File: config.mk
export PLATFORM = sky130hd
export DESIGN_NAME = bracket_nesting_checker_unit
export DESIGN_NICKNAME = d
export VERILOG_FILES = /design/src/hdl/bnc_pkg.sv /design/src/hdl/bnc_ram.sv /design/src/hdl/bnc_front.sv /design/src/hdl/bnc_back.sv /design/src/hdl/bracket_nesting_checker_unit.sv
export SDC_FILE = /design/constraint.sdc
export NUM_CORES = 1
export LEC_CHECK = 0
export ABC_AREA = 1
export BUFFER_PORTS_ARGS = -buffer_cell sky130_fd_sc_hd__buf_2
export CORE_ASPECT_RATIO = 1.75
export CORE_UTILIZATION = 62
export CTS_CLUSTER_SIZE = 20
export DETAILED_ROUTE_END_ITERATION = 8
export HOLD_SLACK_MARGIN = 0.06
export PLACE_DENSITY = 0.8
export SYNTH_ARGS = -nofsm -noshare
export SYNTH_HDL_FRONTEND = slang
export SYNTH_HIERARCHICAL = 1
export SYNTH_SLANG_ARGS = --single-unit
File: constraint.sdc
create_clock -name clock -period 4.1 [get_ports clock]
set_clock_uncertainty 0.15 [all_clocks]
set_input_delay 0.615 -clock clock [delete_from_list [all_inputs] [get_ports clock]]
set_output_delay 0.615 -clock clock [all_outputs]
set_load 0.005 [all_outputs]
File: src/hdl/bnc_pkg.sv
// Package with shared types, constants and decode functions for the bracket nesting checker.
`timescale 1ns / 1ps

package bnc_pkg;

   localparam int STACK_DEPTH_DEFAULT = 64;
   localparam int CHAR_W              = 8;
   localparam int KIND_W              = 2;
   localparam int DEPTH_OUT_W         = 7;
   localparam int QUEUE_DEPTH         = 2;

   localparam logic [CHAR_W-1:0] CHAR_OPEN_CURLY   = 8'h7B;
   localparam logic [CHAR_W-1:0] CHAR_OPEN_SQUARE  = 8'h5B;
   localparam logic [CHAR_W-1:0] CHAR_OPEN_ROUND   = 8'h28;
   localparam logic [CHAR_W-1:0] CHAR_CLOSE_CURLY  = 8'h7D;
   localparam logic [CHAR_W-1:0] CHAR_CLOSE_SQUARE = 8'h5D;
   localparam logic [CHAR_W-1:0] CHAR_CLOSE_ROUND  = 8'h29;

   typedef enum logic [KIND_W-1:0] {
      KIND_CURLY  = 2'd0,
      KIND_SQUARE = 2'd1,
      KIND_ROUND  = 2'd2,
      KIND_NONE   = 2'd3
   } kind_type;

   typedef enum logic [1:0] {
      ERR_OK          = 2'd0,
      ERR_MISMATCH    = 2'd1,
      ERR_NOT_STARTED = 2'd2,
      ERR_OVERFLOW    = 2'd3
   } err_type;

   // Decoded character as it travels from the front to the back.
   typedef struct packed {
      logic     is_open;
      logic     is_close;
      kind_type kind;
   } class_type;

   typedef struct packed {
      logic                   block_done;
      err_type                error_code;
      logic [CHAR_W-1:0]      expected_close;
      logic [DEPTH_OUT_W-1:0] nest_depth;
   } rsp_type;

   function automatic class_type classify(input logic [CHAR_W-1:0] c);
      class_type r;
      r.is_open  = 1'b0;
      r.is_close = 1'b0;
      r.kind     = KIND_NONE;
      case (c)
         CHAR_OPEN_CURLY: begin
            r.is_open = 1'b1;
            r.kind    = KIND_CURLY;
         end
         CHAR_OPEN_SQUARE: begin
            r.is_open = 1'b1;
            r.kind    = KIND_SQUARE;
         end
         CHAR_OPEN_ROUND: begin
            r.is_open = 1'b1;
            r.kind    = KIND_ROUND;
         end
         CHAR_CLOSE_CURLY: begin
            r.is_close = 1'b1;
            r.kind     = KIND_CURLY;
         end
         CHAR_CLOSE_SQUARE: begin
            r.is_close = 1'b1;
            r.kind     = KIND_SQUARE;
         end
         CHAR_CLOSE_ROUND: begin
            r.is_close = 1'b1;
            r.kind     = KIND_ROUND;
         end
         default: begin
            r.kind = KIND_NONE;
         end
      endcase
      return r;
   endfunction

   function automatic logic [CHAR_W-1:0] close_char(input kind_type k);
      logic [CHAR_W-1:0] r;
      case (k)
         KIND_SQUARE: r = CHAR_CLOSE_SQUARE;
         KIND_ROUND:  r = CHAR_CLOSE_ROUND;
         default:     r = CHAR_CLOSE_CURLY;
      endcase
      return r;
   endfunction

endpackage

File: src/hdl/bnc_ram.sv
// Generic single-write, single-read RAM with registered read data.
`timescale 1ns / 1ps

module bnc_ram #(
   parameter int WIDTH = 2,
   parameter int DEPTH = 64
) (
   input  logic                     clock,
   input  logic                     wr_en,
   input  logic [$clog2(DEPTH)-1:0] wr_addr,
   input  logic [WIDTH-1:0]         wr_data,
   input  logic [$clog2(DEPTH)-1:0] rd_addr,
   output logic [WIDTH-1:0]         rd_data
);

   logic [WIDTH-1:0] mem_ff [DEPTH];
   logic [WIDTH-1:0] rd_data_ff;

   always_ff @(posedge clock) begin
      if (wr_en) begin
         mem_ff[wr_addr] <= wr_data;
      end
      rd_data_ff <= mem_ff[rd_addr];
   end

   assign rd_data = rd_data_ff;

endmodule

File: src/hdl/bnc_front.sv
// Front end: accepts characters, decodes bracket kind and buffers them in a short queue.
`timescale 1ns / 1ps

module bnc_front (
   input  logic                      clock,
   input  logic                      reset,
   input  logic                      req_valid,
   output logic                      req_ready,
   input  logic [bnc_pkg::CHAR_W-1:0] req_char_in,
   output logic                      q_valid,
   input  logic                      q_ready,
   output bnc_pkg::class_type        q_data
);
   import bnc_pkg::*;

   localparam int PTR_W = $clog2(QUEUE_DEPTH);
   localparam int CNT_W = $clog2(QUEUE_DEPTH + 1);

   class_type         queue_ff [QUEUE_DEPTH];
   logic [PTR_W-1:0]  wr_ptr_ff, wr_ptr_in;
   logic [PTR_W-1:0]  rd_ptr_ff, rd_ptr_in;
   logic [CNT_W-1:0]  fill_ff, fill_in;
   logic              push;
   logic              pop;

   always_comb begin
      req_ready = (fill_ff != CNT_W'(QUEUE_DEPTH));
      q_valid   = (fill_ff != '0);
      q_data    = queue_ff[rd_ptr_ff];
      push      = req_valid && req_ready;
      pop       = q_valid && q_ready;

      wr_ptr_in = wr_ptr_ff;
      rd_ptr_in = rd_ptr_ff;
      if (push) begin
         wr_ptr_in = (wr_ptr_ff == PTR_W'(QUEUE_DEPTH - 1)) ? '0 : wr_ptr_ff + 1'b1;
      end
      if (pop) begin
         rd_ptr_in = (rd_ptr_ff == PTR_W'(QUEUE_DEPTH - 1)) ? '0 : rd_ptr_ff + 1'b1;
      end

      fill_in = fill_ff;
      if (push && !pop) begin
         fill_in = fill_ff + 1'b1;
      end else if (pop && !push) begin
         fill_in = fill_ff - 1'b1;
      end
   end

   always_ff @(posedge clock) begin
      if (reset) begin
         wr_ptr_ff <= '0;
         rd_ptr_ff <= '0;
         fill_ff   <= '0;
      end else begin
         wr_ptr_ff <= wr_ptr_in;
         rd_ptr_ff <= rd_ptr_in;
         fill_ff   <= fill_in;
      end
   end

   always_ff @(posedge clock) begin
      if (push) begin
         queue_ff[wr_ptr_ff] <= classify(req_char_in);
      end
   end

endmodule

File: src/hdl/bnc_back.sv
// Back end: kind stack with cached top entry, checking logic and result register.
`timescale 1ns / 1ps

module bnc_back #(
   parameter int STACK_DEPTH = bnc_pkg::STACK_DEPTH_DEFAULT
) (
   input  logic               clock,
   input  logic               reset,
   input  logic               q_valid,
   output logic               q_ready,
   input  bnc_pkg::class_type q_data,
   output logic               rsp_valid,
   input  logic               rsp_ready,
   output bnc_pkg::rsp_type   rsp_data
);
   import bnc_pkg::*;

   localparam int ADDR_W = $clog2(STACK_DEPTH);
   localparam int CNT_W  = $clog2(STACK_DEPTH + 1);

   logic [CNT_W-1:0]             count_ff, count_in;
   kind_type                     top_ff, top_in;
   logic                         rsp_valid_ff, rsp_valid_in;
   rsp_type                      rsp_ff, rsp_in;
   logic                         fire;
   logic                         wr_en;
   logic [ADDR_W-1:0]            wr_addr;
   logic [ADDR_W-1:0]            rd_addr;
   logic [KIND_W-1:0]            rd_data;
   logic [CNT_W-1:0]             below_top;
   logic [CNT_W+DEPTH_OUT_W-1:0] depth_wide;

   // The RAM always holds the entry just below the top of the stack on its
   // read port, so a pop can refill the cached top in the same cycle.
   bnc_ram #(
      .WIDTH(KIND_W),
      .DEPTH(STACK_DEPTH)
   ) u_stack_ram (
      .clock  (clock),
      .wr_en  (wr_en),
      .wr_addr(wr_addr),
      .wr_data(q_data.kind),
      .rd_addr(rd_addr),
      .rd_data(rd_data)
   );

   always_comb begin
      q_ready  = !rsp_valid_ff || rsp_ready;
      fire     = q_valid && q_ready;
      count_in = count_ff;
      top_in   = top_ff;
      wr_en    = 1'b0;
      wr_addr  = count_ff[ADDR_W-1:0];

      rsp_in.block_done     = 1'b0;
      rsp_in.error_code     = ERR_OK;
      rsp_in.expected_close = '0;

      if (fire) begin
         if (count_ff == '0) begin
            if (q_data.is_open) begin
               wr_en    = 1'b1;
               top_in   = q_data.kind;
               count_in = CNT_W'(1);
            end else begin
               rsp_in.error_code     = ERR_NOT_STARTED;
               rsp_in.expected_close = CHAR_CLOSE_CURLY;
            end
         end else if (q_data.is_open) begin
            if (count_ff == CNT_W'(STACK_DEPTH)) begin
               rsp_in.error_code = ERR_OVERFLOW;
            end else begin
               wr_en    = 1'b1;
               top_in   = q_data.kind;
               count_in = count_ff + 1'b1;
            end
         end else if (q_data.is_close) begin
            if (top_ff != q_data.kind) begin
               rsp_in.error_code     = ERR_MISMATCH;
               rsp_in.expected_close = close_char(top_ff);
            end else begin
               count_in          = count_ff - 1'b1;
               top_in            = kind_type'(rd_data);
               rsp_in.block_done = (count_ff == CNT_W'(1));
            end
         end
      end

      below_top         = count_in - CNT_W'(2);
      rd_addr           = below_top[ADDR_W-1:0];
      depth_wide        = {DEPTH_OUT_W'(0), count_in};
      rsp_in.nest_depth = depth_wide[DEPTH_OUT_W-1:0];

      if (fire) begin
         rsp_valid_in = 1'b1;
      end else if (rsp_ready) begin
         rsp_valid_in = 1'b0;
      end else begin
         rsp_valid_in = rsp_valid_ff;
      end
   end

   always_ff @(posedge clock) begin
      if (reset) begin
         count_ff     <= '0;
         rsp_valid_ff <= 1'b0;
      end else begin
         count_ff     <= count_in;
         rsp_valid_ff <= rsp_valid_in;
      end
   end

   always_ff @(posedge clock) begin
      top_ff <= top_in;
      if (fire) begin
         rsp_ff <= rsp_in;
      end
   end

   assign rsp_valid = rsp_valid_ff;
   assign rsp_data  = rsp_ff;

endmodule

File: src/hdl/bracket_nesting_checker_unit.sv
// An accepted character is decoded into the queue, and its result is then checked into the result
// register, from which the result beat is offered to the receiver.
// Throughput: one character per cycle, sustained while the receiver takes every result; the
// queue and the result register absorb a stall on the result side until the queue fills.
// The stack top is cached in a register and the RAM read port tracks the entry below it.
// Reset (synchronous, active high) empties the stack, the queue and the result register;
// the stack RAM is not cleared and needs no clearing pass.
`timescale 1ns / 1ps

module bracket_nesting_checker_unit #(
   parameter int STACK_DEPTH = bnc_pkg::STACK_DEPTH_DEFAULT
) (
   input  logic                           clock,
   input  logic                           reset,
   input  logic                           req_valid,
   output logic                           req_ready,
   input  logic [bnc_pkg::CHAR_W-1:0]      req_char_in,
   output logic                           rsp_valid,
   input  logic                           rsp_ready,
   output logic                           rsp_block_done,
   output logic [1:0]                     rsp_error_code,
   output logic [bnc_pkg::CHAR_W-1:0]      rsp_expected_close,
   output logic [bnc_pkg::DEPTH_OUT_W-1:0] rsp_nest_depth
);
   import bnc_pkg::*;

   logic      q_valid;
   logic      q_ready;
   class_type q_data;
   rsp_type   rsp_data;

   bnc_front u_front (
      .clock      (clock),
      .reset      (reset),
      .req_valid  (req_valid),
      .req_ready  (req_ready),
      .req_char_in(req_char_in),
      .q_valid    (q_valid),
      .q_ready    (q_ready),
      .q_data     (q_data)
   );

   bnc_back #(
      .STACK_DEPTH(STACK_DEPTH)
   ) u_back (
      .clock    (clock),
      .reset    (reset),
      .q_valid  (q_valid),
      .q_ready  (q_ready),
      .q_data   (q_data),
      .rsp_valid(rsp_valid),
      .rsp_ready(rsp_ready),
      .rsp_data (rsp_data)
   );

   assign rsp_block_done     = rsp_data.block_done;
   assign rsp_error_code     = rsp_data.error_code;
   assign rsp_expected_close = rsp_data.expected_close;
   assign rsp_nest_depth     = rsp_data.nest_depth;

endmodule

### Yosys cells after proc, flatten, opt, wreduce, memory -nomap -nowiden

Memory sizes are Yosys's and may differ from the RTL's. A register that Yosys moved wholly into a read port is not among the register bits.
Index checks and enable logic that the tools add are counted.

| operators by class | value |
|---|---|
| add/subtract/negate cells | 7 |
| equality and inequality tests | 15 |
| multiplexer cells | 44 |
| bitwise operators | 1 |
| reduce and logical (&&, ||, !) cells | 20 |

Operators with widths:

| cell | number |
|---|---|
| 7-bit two-way mux | 7 |
| 8-bit by 7-bit equality test with 1-bit output (second input constant) | 4 |
| 10-bit two-way mux | 3 |
| 2-bit two-way mux | 11 |
| 1-bit two-way mux | 19 |
| 8-bit by 6-bit equality test with 1-bit output (second input constant) | 2 |
| 7-bit one-hot mux with 2 select lines | 1 |
| 9-bit two-way mux | 1 |
| 8-bit two-way mux | 1 |
| 2-bit nonzero test | 4 |
| 7-bit by 1-bit adder with 7-bit output (second input constant) | 1 |
| 7-bit by 1-bit equality test with 1-bit output (second input constant) | 1 |
| 7-bit equality test (second input constant) | 1 |
| 7-bit zero test | 1 |
| 7-bit by 1-bit subtractor with 7-bit output (second input constant) | 1 |
| 2-bit inequality test (second input constant) | 3 |
| 2-bit one-hot mux with 3 select lines | 1 |
| 2-bit OR reduction | 3 |
| 3-bit OR reduction | 2 |
| 6-bit by 2-bit subtractor with 6-bit output (second input constant) | 1 |
| 5-bit AND reduction | 1 |
| 1-bit logical AND | 4 |
| 4-bit OR reduction | 1 |
| 1-bit zero test | 3 |
| 9 further kinds | 10 |

| storage, ports and cells | value |
|---|---|
| register bits after elaboration | 32 |
| RAM bits | 136 |
| input bits | 12 |
| output and inout bits | 20 |
| word-level logic and storage cells | 99 |
| memories | 2 |

Memories:

| memory | words | bits a word | read ports | clocked after Yosys merged registers in | wr ports | line | source |
|---|---|---|---|---|---|---|---|
| u_back.u_stack_ram.mem_ff | 64 | 2 | 1 | 1 | 1 | bnc_ram.sv:16 | `logic [WIDTH-1:0] mem_ff [DEPTH];` |
| u_front.queue_ff | 2 | 4 | 1 | 1 | 1 | bnc_front.sv:19 | `class_type queue_ff [QUEUE_DEPTH];` |

### Logic depth before layout (Yosys ltp)

Gate-level depths: netlist of the first run.

| logic depth | value |
|---|---|
| depth in word-level cells | 7 |
| gate-level depth with buffers | 23 |
| depth with buffers taken out | 21 |

### By module

Netlist of the first run, hierarchy kept.

By module, submodules not included:

| module | instances | cells an instance | area each (µm²) |
|---|---|---|---|
| bnc_ram | 1 | 520 | 5,614.1 |
| bnc_back | 1 | 201 | 1,564.0 |
| bnc_front | 1 | 80 | 666.9 |

### Worst setup path before layout of the first run

OpenSTA, ideal clock, no wires.

| path | value |
|---|---|
| kind | register to register |
| start | register (tool-made name) |
| end | register u_back.u_stack_ram.rd_data_ff[1], in the netlist u_back/u_stack_ram/rd_data[1] (read register of u_back.u_stack_ram.mem_ff) |
| data arrival time | 2,919 ps |
| data required time | 3,837 ps |
| setup slack | 918 ps |
| stages on the path, launching flop included | 24 |
| buffers on the path | 2 |
| clock period less this slack | 3,182 ps |
| cell sequence | dfxtp_1 -> mux2_2 -> inv_1 -> nand2_1 -> nand2_1 -> nor2_4 -> nand3_1 -> nand2_1 -> nand3_1 -> nand2_1 -> nand2_1 -> nand2_1 -> inv_1 -> ha_1 -> inv_1 -> buf_2 -> inv_1 -> buf_4 -> nand3_1 -> nand2_1 -> nand2_1 -> nand3_1 -> nand3_1 -> nand2_1 |

RTL lines:

| element | line | source |
|---|---|---|
| end, declared | bnc_ram.sv:17 | `logic [WIDTH-1:0] rd_data_ff;` |

### Worst setup path in the final report of the first run

| path | value |
|---|---|
| start | register u_back.count_ff[0] |
| end | register u_back.u_stack_ram.rd_data_ff[0], in the netlist u_back/u_stack_ram/rd_data[0] (read register of u_back.u_stack_ram.mem_ff) |

| between the ends | value |
|---|---|
| cells in the longest elaborated chain, start to end | 7 |
| elaborated cells on any way between the ends | 12 |
| classes of those cells | add/sub: 3; eq/ne: 1; mux: 7; reduce/logical: 1 |

RTL lines:

| element | line | source |
|---|---|---|
| start, declared | bnc_back.sv:21 | `logic [CNT_W-1:0] count_ff, count_in;` |
| start signal, assigned | bnc_back.sv:108 | `count_ff <= count_in;` |
| 7-bit by 1-bit subtractor with 7-bit output | bnc_back.sv:82 | `count_in = count_ff - 1'b1;` |
| 7-bit two-way mux | bnc_back.sv:78 | `if (top_ff != q_data.kind) begin` |
| 7-bit two-way mux | bnc_back.sv:77 | `end else if (q_data.is_close) begin` |
| 7-bit two-way mux | bnc_back.sv:69 | `end else if (q_data.is_open) begin` |
| 7-bit two-way mux | bnc_back.sv:60 | `if (count_ff == '0) begin` |
| 7-bit two-way mux * | bnc_back.sv:59 | `if (fire) begin` |
| 6-bit by 2-bit subtractor with 6-bit output * | bnc_back.sv:89 | `below_top = count_in - CNT_W'(2);` |
| via u_back.below_top[0] | bnc_back.sv:30 | `logic [CNT_W-1:0] below_top;` |

Mark *: on every way through the listed nets, which the timed path passes. The rest lies on a longest branch.
A chain may end at the register's enable or synchronous reset.

==> impl_results.md, run 1 <==
- Outcome: completed
- Synth warnings: 6
- Multi-input logic area: 2524 sq um
- Mapped Area: 7845 sq um
- Ant diodes: 0
- Post-synth top flop: edfxtp_1
- Setup bufs post-CTS: 0
- Die footprint: 13120 sq um
- Total congestion overflow: 0
- Num rows: 54
- Routed WL per cell: 19.15 um
- Psw: 1.845 mW
- CP required: 4.31 ns
- Tmin final: 3.613 ns
- Peak VDD IR: 0.0004896 V
- Most common cell after layout, fill and taps aside: nand2_1
- RSZ-0062 raised after global routing: false
- FMAX: 276.8 MHz
- Placer congestion estimate: 0.9566
- Slew Limit Fails: 0
- Synth Register Bits: 166
- Max H-tree Level: 4
- Ys async rst share: 0%
- CTS tree: yes
- Pwr dens: 610.0 nW/um^2
- Nets: 841
- Worst Slack Setup Final: 0.4868 ns
- Hold buffer count at CTS: 0
- Chip height: 150.8 um
- CP arrival: 3.83 ns
- Net Sw Frac: 35.27%
- Core area: 12430 sq um
- P_leak: 3.264 nW
- Largest net degree at the start of global routing: 66
- CP max FO: 65
- Post-place setup slack: 0.6301 ns
- PostCTS Resize Cnt: 0
- Final wirelength: 19250 um
- Mean post-synth cell area: 9.794 sq um
- Port Buffers: 29
- Vias per Instance: 5.921
- Clock Pin Slew Worst Setup and Hold Paths: 0.06 ns
- Worst setup path class: reg2reg
- Max-cap violations: 0
- Final period util: 88.13%
- Most frequent cells in the layout: nand2_1 (243), edfxtp_1 (151), nand3_1 (131)
- Starting DRT DRC Count: 741
- Share of cells above drive strength 1: 12.31%
- Number of global-route vias before repair: 5885
- Drt pass-1 iters: 5
- Num CTS Buffers: 17
- Worst hold slack: 0.3425 ns
- Critical Path End Type: flop
- Placed cells: 973
- Internal power: 3.385 mW
- Post-Layout Cell Count: 1005
- First-pass GRT wire length: 29890 um
- Seq pwr share: 40.0%
- Final ANT Viol Nets: 0
- Hold Path Stages: 2
- EDFF count, synth: 151
- Cell count after synthesis: 801
- Post-DP HPWL: 12510 um
- Fin. Hold Viols: 0
- Post-route DRC: 0
- Hold Path Class: reg2reg
- Worst rel slew slack: 29.89%
- Area growth syn-to-layout: 9.282%
- Setup TNS: 0 ns
- Placed instance area: 8008 sq um
- Via count: 5951
- Util after Layout: 68.96%
- Clock sink count: 166
- CP startpoint kind: flop
- Fillers: 972
- Reg2reg path depth: 18
- Post-synthesis sequential area ratio: 61.63%
- Initial antenna violation count: 0
- Synth unique cells: 37
- Total global-route track usage: 31.43%
- Top cells by area, synth: edfxtp_1 (58%), nand2_1 (12%), nand3_1 (8.4%)
- Worst-Margin Slew: 1.052 ns
- Area fraction of the dominant cell type after synthesis: 57.80%
- Worst skew pair latency: 0.42 ns
- Clock Path Buffers: 2
- CTS Root Cell: clkbuf_16
- Top cell type by total area after synthesis: edfxtp_1
- Area occupied by registers: 4835 sq um
- Final setup violation count: 0
- Starting Density: 63.10%
- Clock power frac: 29.2%
- I/O pin cnt: 32
- PnR Total Power: 5.230 mW
- Die width: 87.03 um
- Logic pwr share: 30.8%
- Post-route cell area: 8573 sq um
## sequential cells by signal, indices dropped and copies added, names as in the netlist, named ones only
signal / cells
u_back/count_ff: 7
u_back/rsp_data: 13
u_back/rsp_valid: 1
u_back/top_ff: 2
u_back/u_stack_ram/mem_ff: 128
u_back/u_stack_ram/rd_data: 2
u_front/fill_ff: 2
u_front/queue_ff: 8
u_front/rd_ptr_ff: 1
u_front/wr_ptr_ff: 1
## routing by layer
metal | share of wire (%) | vias to the layer above | track usage (%)
met4 | 5.5 | 0 | 18.50
met2 | 55 | 274 | 56.61
met5 | 0 | - | 0
met1 | 34 | 2849 | 34.22
li1 | - | 2754 | -
met3 | 5.8 | 74 | 5.177
## synthesized netlist by cell type, types with 8 or more instances
cell type,count
nand2_1,244
edfxtp_1,151
nand3_1,131
nor2_1,83
inv_1,45
dfxtp_1,15
nand4_1,15
buf_2,13
a21oi_1,11
buf_4,10
o21ai_0,10
nor4_1,9
buf_6,8
inv_2,8
## logic make-up (layout without fill, tap and decap cells)
family	after synthesis	after routing	synth area share, %
DFF	166	166	61.63
other	1	2	0.04780
adders and majority gates	5	5	0.7974
and+or+nand+nor	503	503	28.29
xor gates and xnor gates	4	4	0.4467
AOI/OAI and AO/OA	26	26	1.930
muxes	4	4	0.5741
buffers and inverters	92	127	6.284
## path summary, 6_finish.rpt
kind,from,endpoint,slack (ns)
setup / recovery,u_back/count_ff[0],u_back/u_stack_ram/rd_data[0],0.49
hold / removal,u_front/fill_ff[0],u_front/fill_ff[0],0.34
hold reg to reg,u_front/fill_ff[0],u_front/fill_ff[0],0.34
setup reg to reg,u_back/count_ff[0],u_back/u_stack_ram/rd_data[0],0.49
## critical path, cell delays in order (launching register included)
cell     delay [ns]
dfxtp_1        0.61
inv_1          0.17
ha_1           0.30
nand2_4        0.13
nor2_8         0.07
a21oi_2        0.16
inv_1          0.07
a21oi_1        0.27
nand2_1        0.14
nand2_2        0.10
buf_4          0.53
nand2_1        0.14
nand3_1        0.12
nand3_1        0.08
nand2_1        0.13
nand2_1        0.09
nand3_1        0.09
nand3_1        0.08
nand2_1        0.07
## layout make-up
class	instances	area share [%]
Tap cell	168	2.452
Inverter	55	2.466
Clock buffer	20	5.093
Clock inverter	12	1.503
Multi-Input combinational cell	544	29.44
Timing Repair Buffer	40	2.656
Sequential cell	166	56.39
## power by group through the flow
stage	Clock [mW]	Sequential, mW	Combinational, mW
finish	1.53	2.09	1.61
detailed placement	0	2.12	1.57
global placement	0	2.12	1.51
floorplan	0	2.11	1.26
CTS	1.54	2.09	1.60
global route	1.61	2.10	1.78
Note: power is estimated with default switching activity, not from simulation.
==> inputs of run 2 (changes only) <==
--- a/config.mk
+++ b/config.mk
@@ -15,5 +15,4 @@
 export PLACE_DENSITY = 0.8
 export SYNTH_ARGS = -nofsm -noshare
 export SYNTH_HDL_FRONTEND = slang
-export SYNTH_HIERARCHICAL = 1
 export SYNTH_SLANG_ARGS = --single-unit
==> impl_results.md, run 2 <==
- Pwr dens: 720.2 nW/um^2
- Main combinational cell family by area after synthesis: simple AND/OR/NAND/NOR gates
- Most frequent cells in the layout: edfxtp_1 (151), nand3_1 (147), nand2_1 (137)
- CP startpoint kind: flop
- Worst setup path class: reg2reg
- Reg2reg setup slack: 0.42 ns
- Post-synthesis mux area share: 0%
- CTS Root Cell: clkbuf_16
- Final wirelength: 20860 um
- Synth warnings: 0
- Setup TNS: 0 ns
- EDFF count, synth: 151
- Num rows: 55
- CTS tree: yes
- CP max FO: 72
- Post-synth top flop: edfxtp_1
- Slowest CP cell: dfxtp_1
- Cell count after synthesis: 842
- Ant diodes: 0
- Area growth syn-to-layout: 8.887%
- Share of cells above drive strength 1: 12.57%
- Outcome: completed
- Post-synthesis sequential area ratio: 58.50%
- Routed WL per cell: 19.94 um
- WP buf/inv: 3
- Area fraction of the dominant cell type after synthesis: 54.87%
- Placed cells: 1014
- Number of global-route vias before repair: 6316
- Worst path top cell family by delay: simple AND/OR/NAND/NOR gates
- FMAX: 271.8 MHz
- Final setup violation count: 0
- Area occupied by registers: 4835 sq um
- Total global-route track usage: 32.72%
- RSZ-0062 raised after global routing: false
- Total congestion overflow: 0
- Post-synthesis compound-gate area fraction: 2.498%
- Num CTS Buffers: 17
- Xor and xnor area share after synthesis: 0.7419%
- Hold buffer count at CTS: 0
- Largest Register: u_back.u_stack_ram.mem_ff
- P_leak: 3.524 nW
- Simple-gate share of the synthesized area: 28.90%
- Setup bufs post-CTS: 0
- Starting DRT DRC Count: 755
- Worst skew pair latency: 0.44 ns
- Vias per Instance: 6.019
- Critical Path End Type: flop
- Worst rel slew slack: 50.30%
- Core area: 12940 sq um
- PostCTS Resize Cnt: 0
- Placed instance area: 8414 sq um
- Die footprint: 13810 sq um
- Critical-path cell list: inv_1 > ha_1 > nor3b_4 > nand2_4 > clkinv_4 > nand2_4 > nand2_4 > nor2_4 > nand2_8 > nand2_8 > inv_1 > nand2_1 > nand3_1 > nand3_1 > nand3_1 > nand3_1 > nand3_1 > nand2_1
- Multi-input logic area: 2726 sq um
- Initial antenna violation count: 0
- Ys async rst share: 0%
- Via count: 6296
- Clock Pin Slew Worst Setup and Hold Paths: 0.07 ns
- CP arrival: 3.91 ns
- Die width: 89.28 um
- CP required: 4.33 ns
- Max-cap violations: 0
- Most frequent cell after synthesis: edfxtp_1
- Synth Register Bits: 166
- Top cells by area, synth: edfxtp_1 (55%), nand3_1 (8.9%), nand2_1 (6.2%)
- Fin. Hold Viols: 0
- Synth unique cells: 42
- Port Buffers: 29
- Placer congestion estimate: 0.9622
- Most common cell after layout, fill and taps aside: edfxtp_1
- First-pass GRT wire length: 32490 um
- Synth Area in Adders: 0.7570%
- Worst hold slack: 0.3627 ns
- Slew Limit Fails: 0
- Final period util: 89.72%
- Largest net degree at the start of global routing: 73
- Clock Path Buffers: 2
- Hold Path Class: in2reg
- Post-DP HPWL: 13850 um
- Mean post-synth cell area: 9.815 sq um
- Starting Density: 63.88%
- Top cell by count, worst path: nand3_1
- Peak VDD IR: 0.0005085 V
- Clock sink count: 166
- Max reg flops: 128
- I/O pin cnt: 32
- Post-route cell area: 8999 sq um
- Final ANT Viol Nets: 0
- Post-Layout Cell Count: 1046
- Post-route DRC: 0
- Nets: 879
- Max H-tree Level: 4
- Chip height: 154.7 um
- Drt pass-1 iters: 5
- Top cell type by total area after synthesis: edfxtp_1
- Util after Layout: 69.56%
- Max stage delay on crit path: 0.56 ns
- Tmin final: 3.679 ns
- Commonest cells post-synth: edfxtp_1 (151), nand3_1 (147), nand2_1 (137)
- Worst-Margin Slew: 0.7434 ns
- Mapped Area: 8264 sq um
- Fillers: 1001
-- run 2: worst paths after layout --
check,startpoint,endpoint,cells past startpoint
worst max-delay path,u_back.count_ff[0],u_back.u_stack_ram.rd_data[0],18
worst max register to register,u_back.count_ff[0],u_back.u_stack_ram.rd_data[0],18
worst min-delay path,rsp_ready,u_back.rsp_valid,4
worst min register to register,u_front.wr_ptr_ff,u_front.wr_ptr_ff,2
-- run 2: through the flow --
step / worst slack, ns / power (mW)
2_1_floorplan: 0.8168 / 4.281
3_3_place_gp: 0.5859 / 4.834
3_5_place_dp: 0.4770 / 4.908
4_1_cts: 0.4751 / 6.449
5_1_grt: 0.1732 / 6.793
6_report: 0.4214 / 6.481
-- run 2: routing by layer --
layer	global-route usage, %	wire (um)
met1	36.36	6859
met2	56.34	11080
met3	5.603	1497
met4	20.86	1417
met5	0	0
-- run 2: logic make-up (layout without fill, tap and decap cells) --
logic type | after synthesis | in the layout
other cells | 1 | 2
compound gates | 33 | 33
xor+xnor | 7 | 7
simple gates | 479 | 479
flops | 166 | 166
fa+ha+maj | 5 | 5
buf+inv | 151 | 183
-- run 2: final cells by class --
type / instances / area share, %
clock buffers: 17 / 4.727
clock inverters: 15 / 1.766
inverters: 115 / 4.908
multi-input cells: 526 / 30.30
flip-flops and latches: 166 / 53.73
well taps: 171 / 2.378
repair buffers: 36 / 2.197
-- run 2: report_power, final --
group / switching, mW / internal [mW] / total, mW
clock: 0.741 / 0.813 / 1.55
sequential: 0.0923 / 2.04 / 2.14
combinational: 1.98 / 0.808 / 2.79
total: 2.82 / 3.67 / 6.48
-- run 2: worst min-delay path, cell delays in order --
cell    delay [ns]
buf_2         0.08
nor2_1        0.06
nor2_1        0.10
nor2_1        0.04
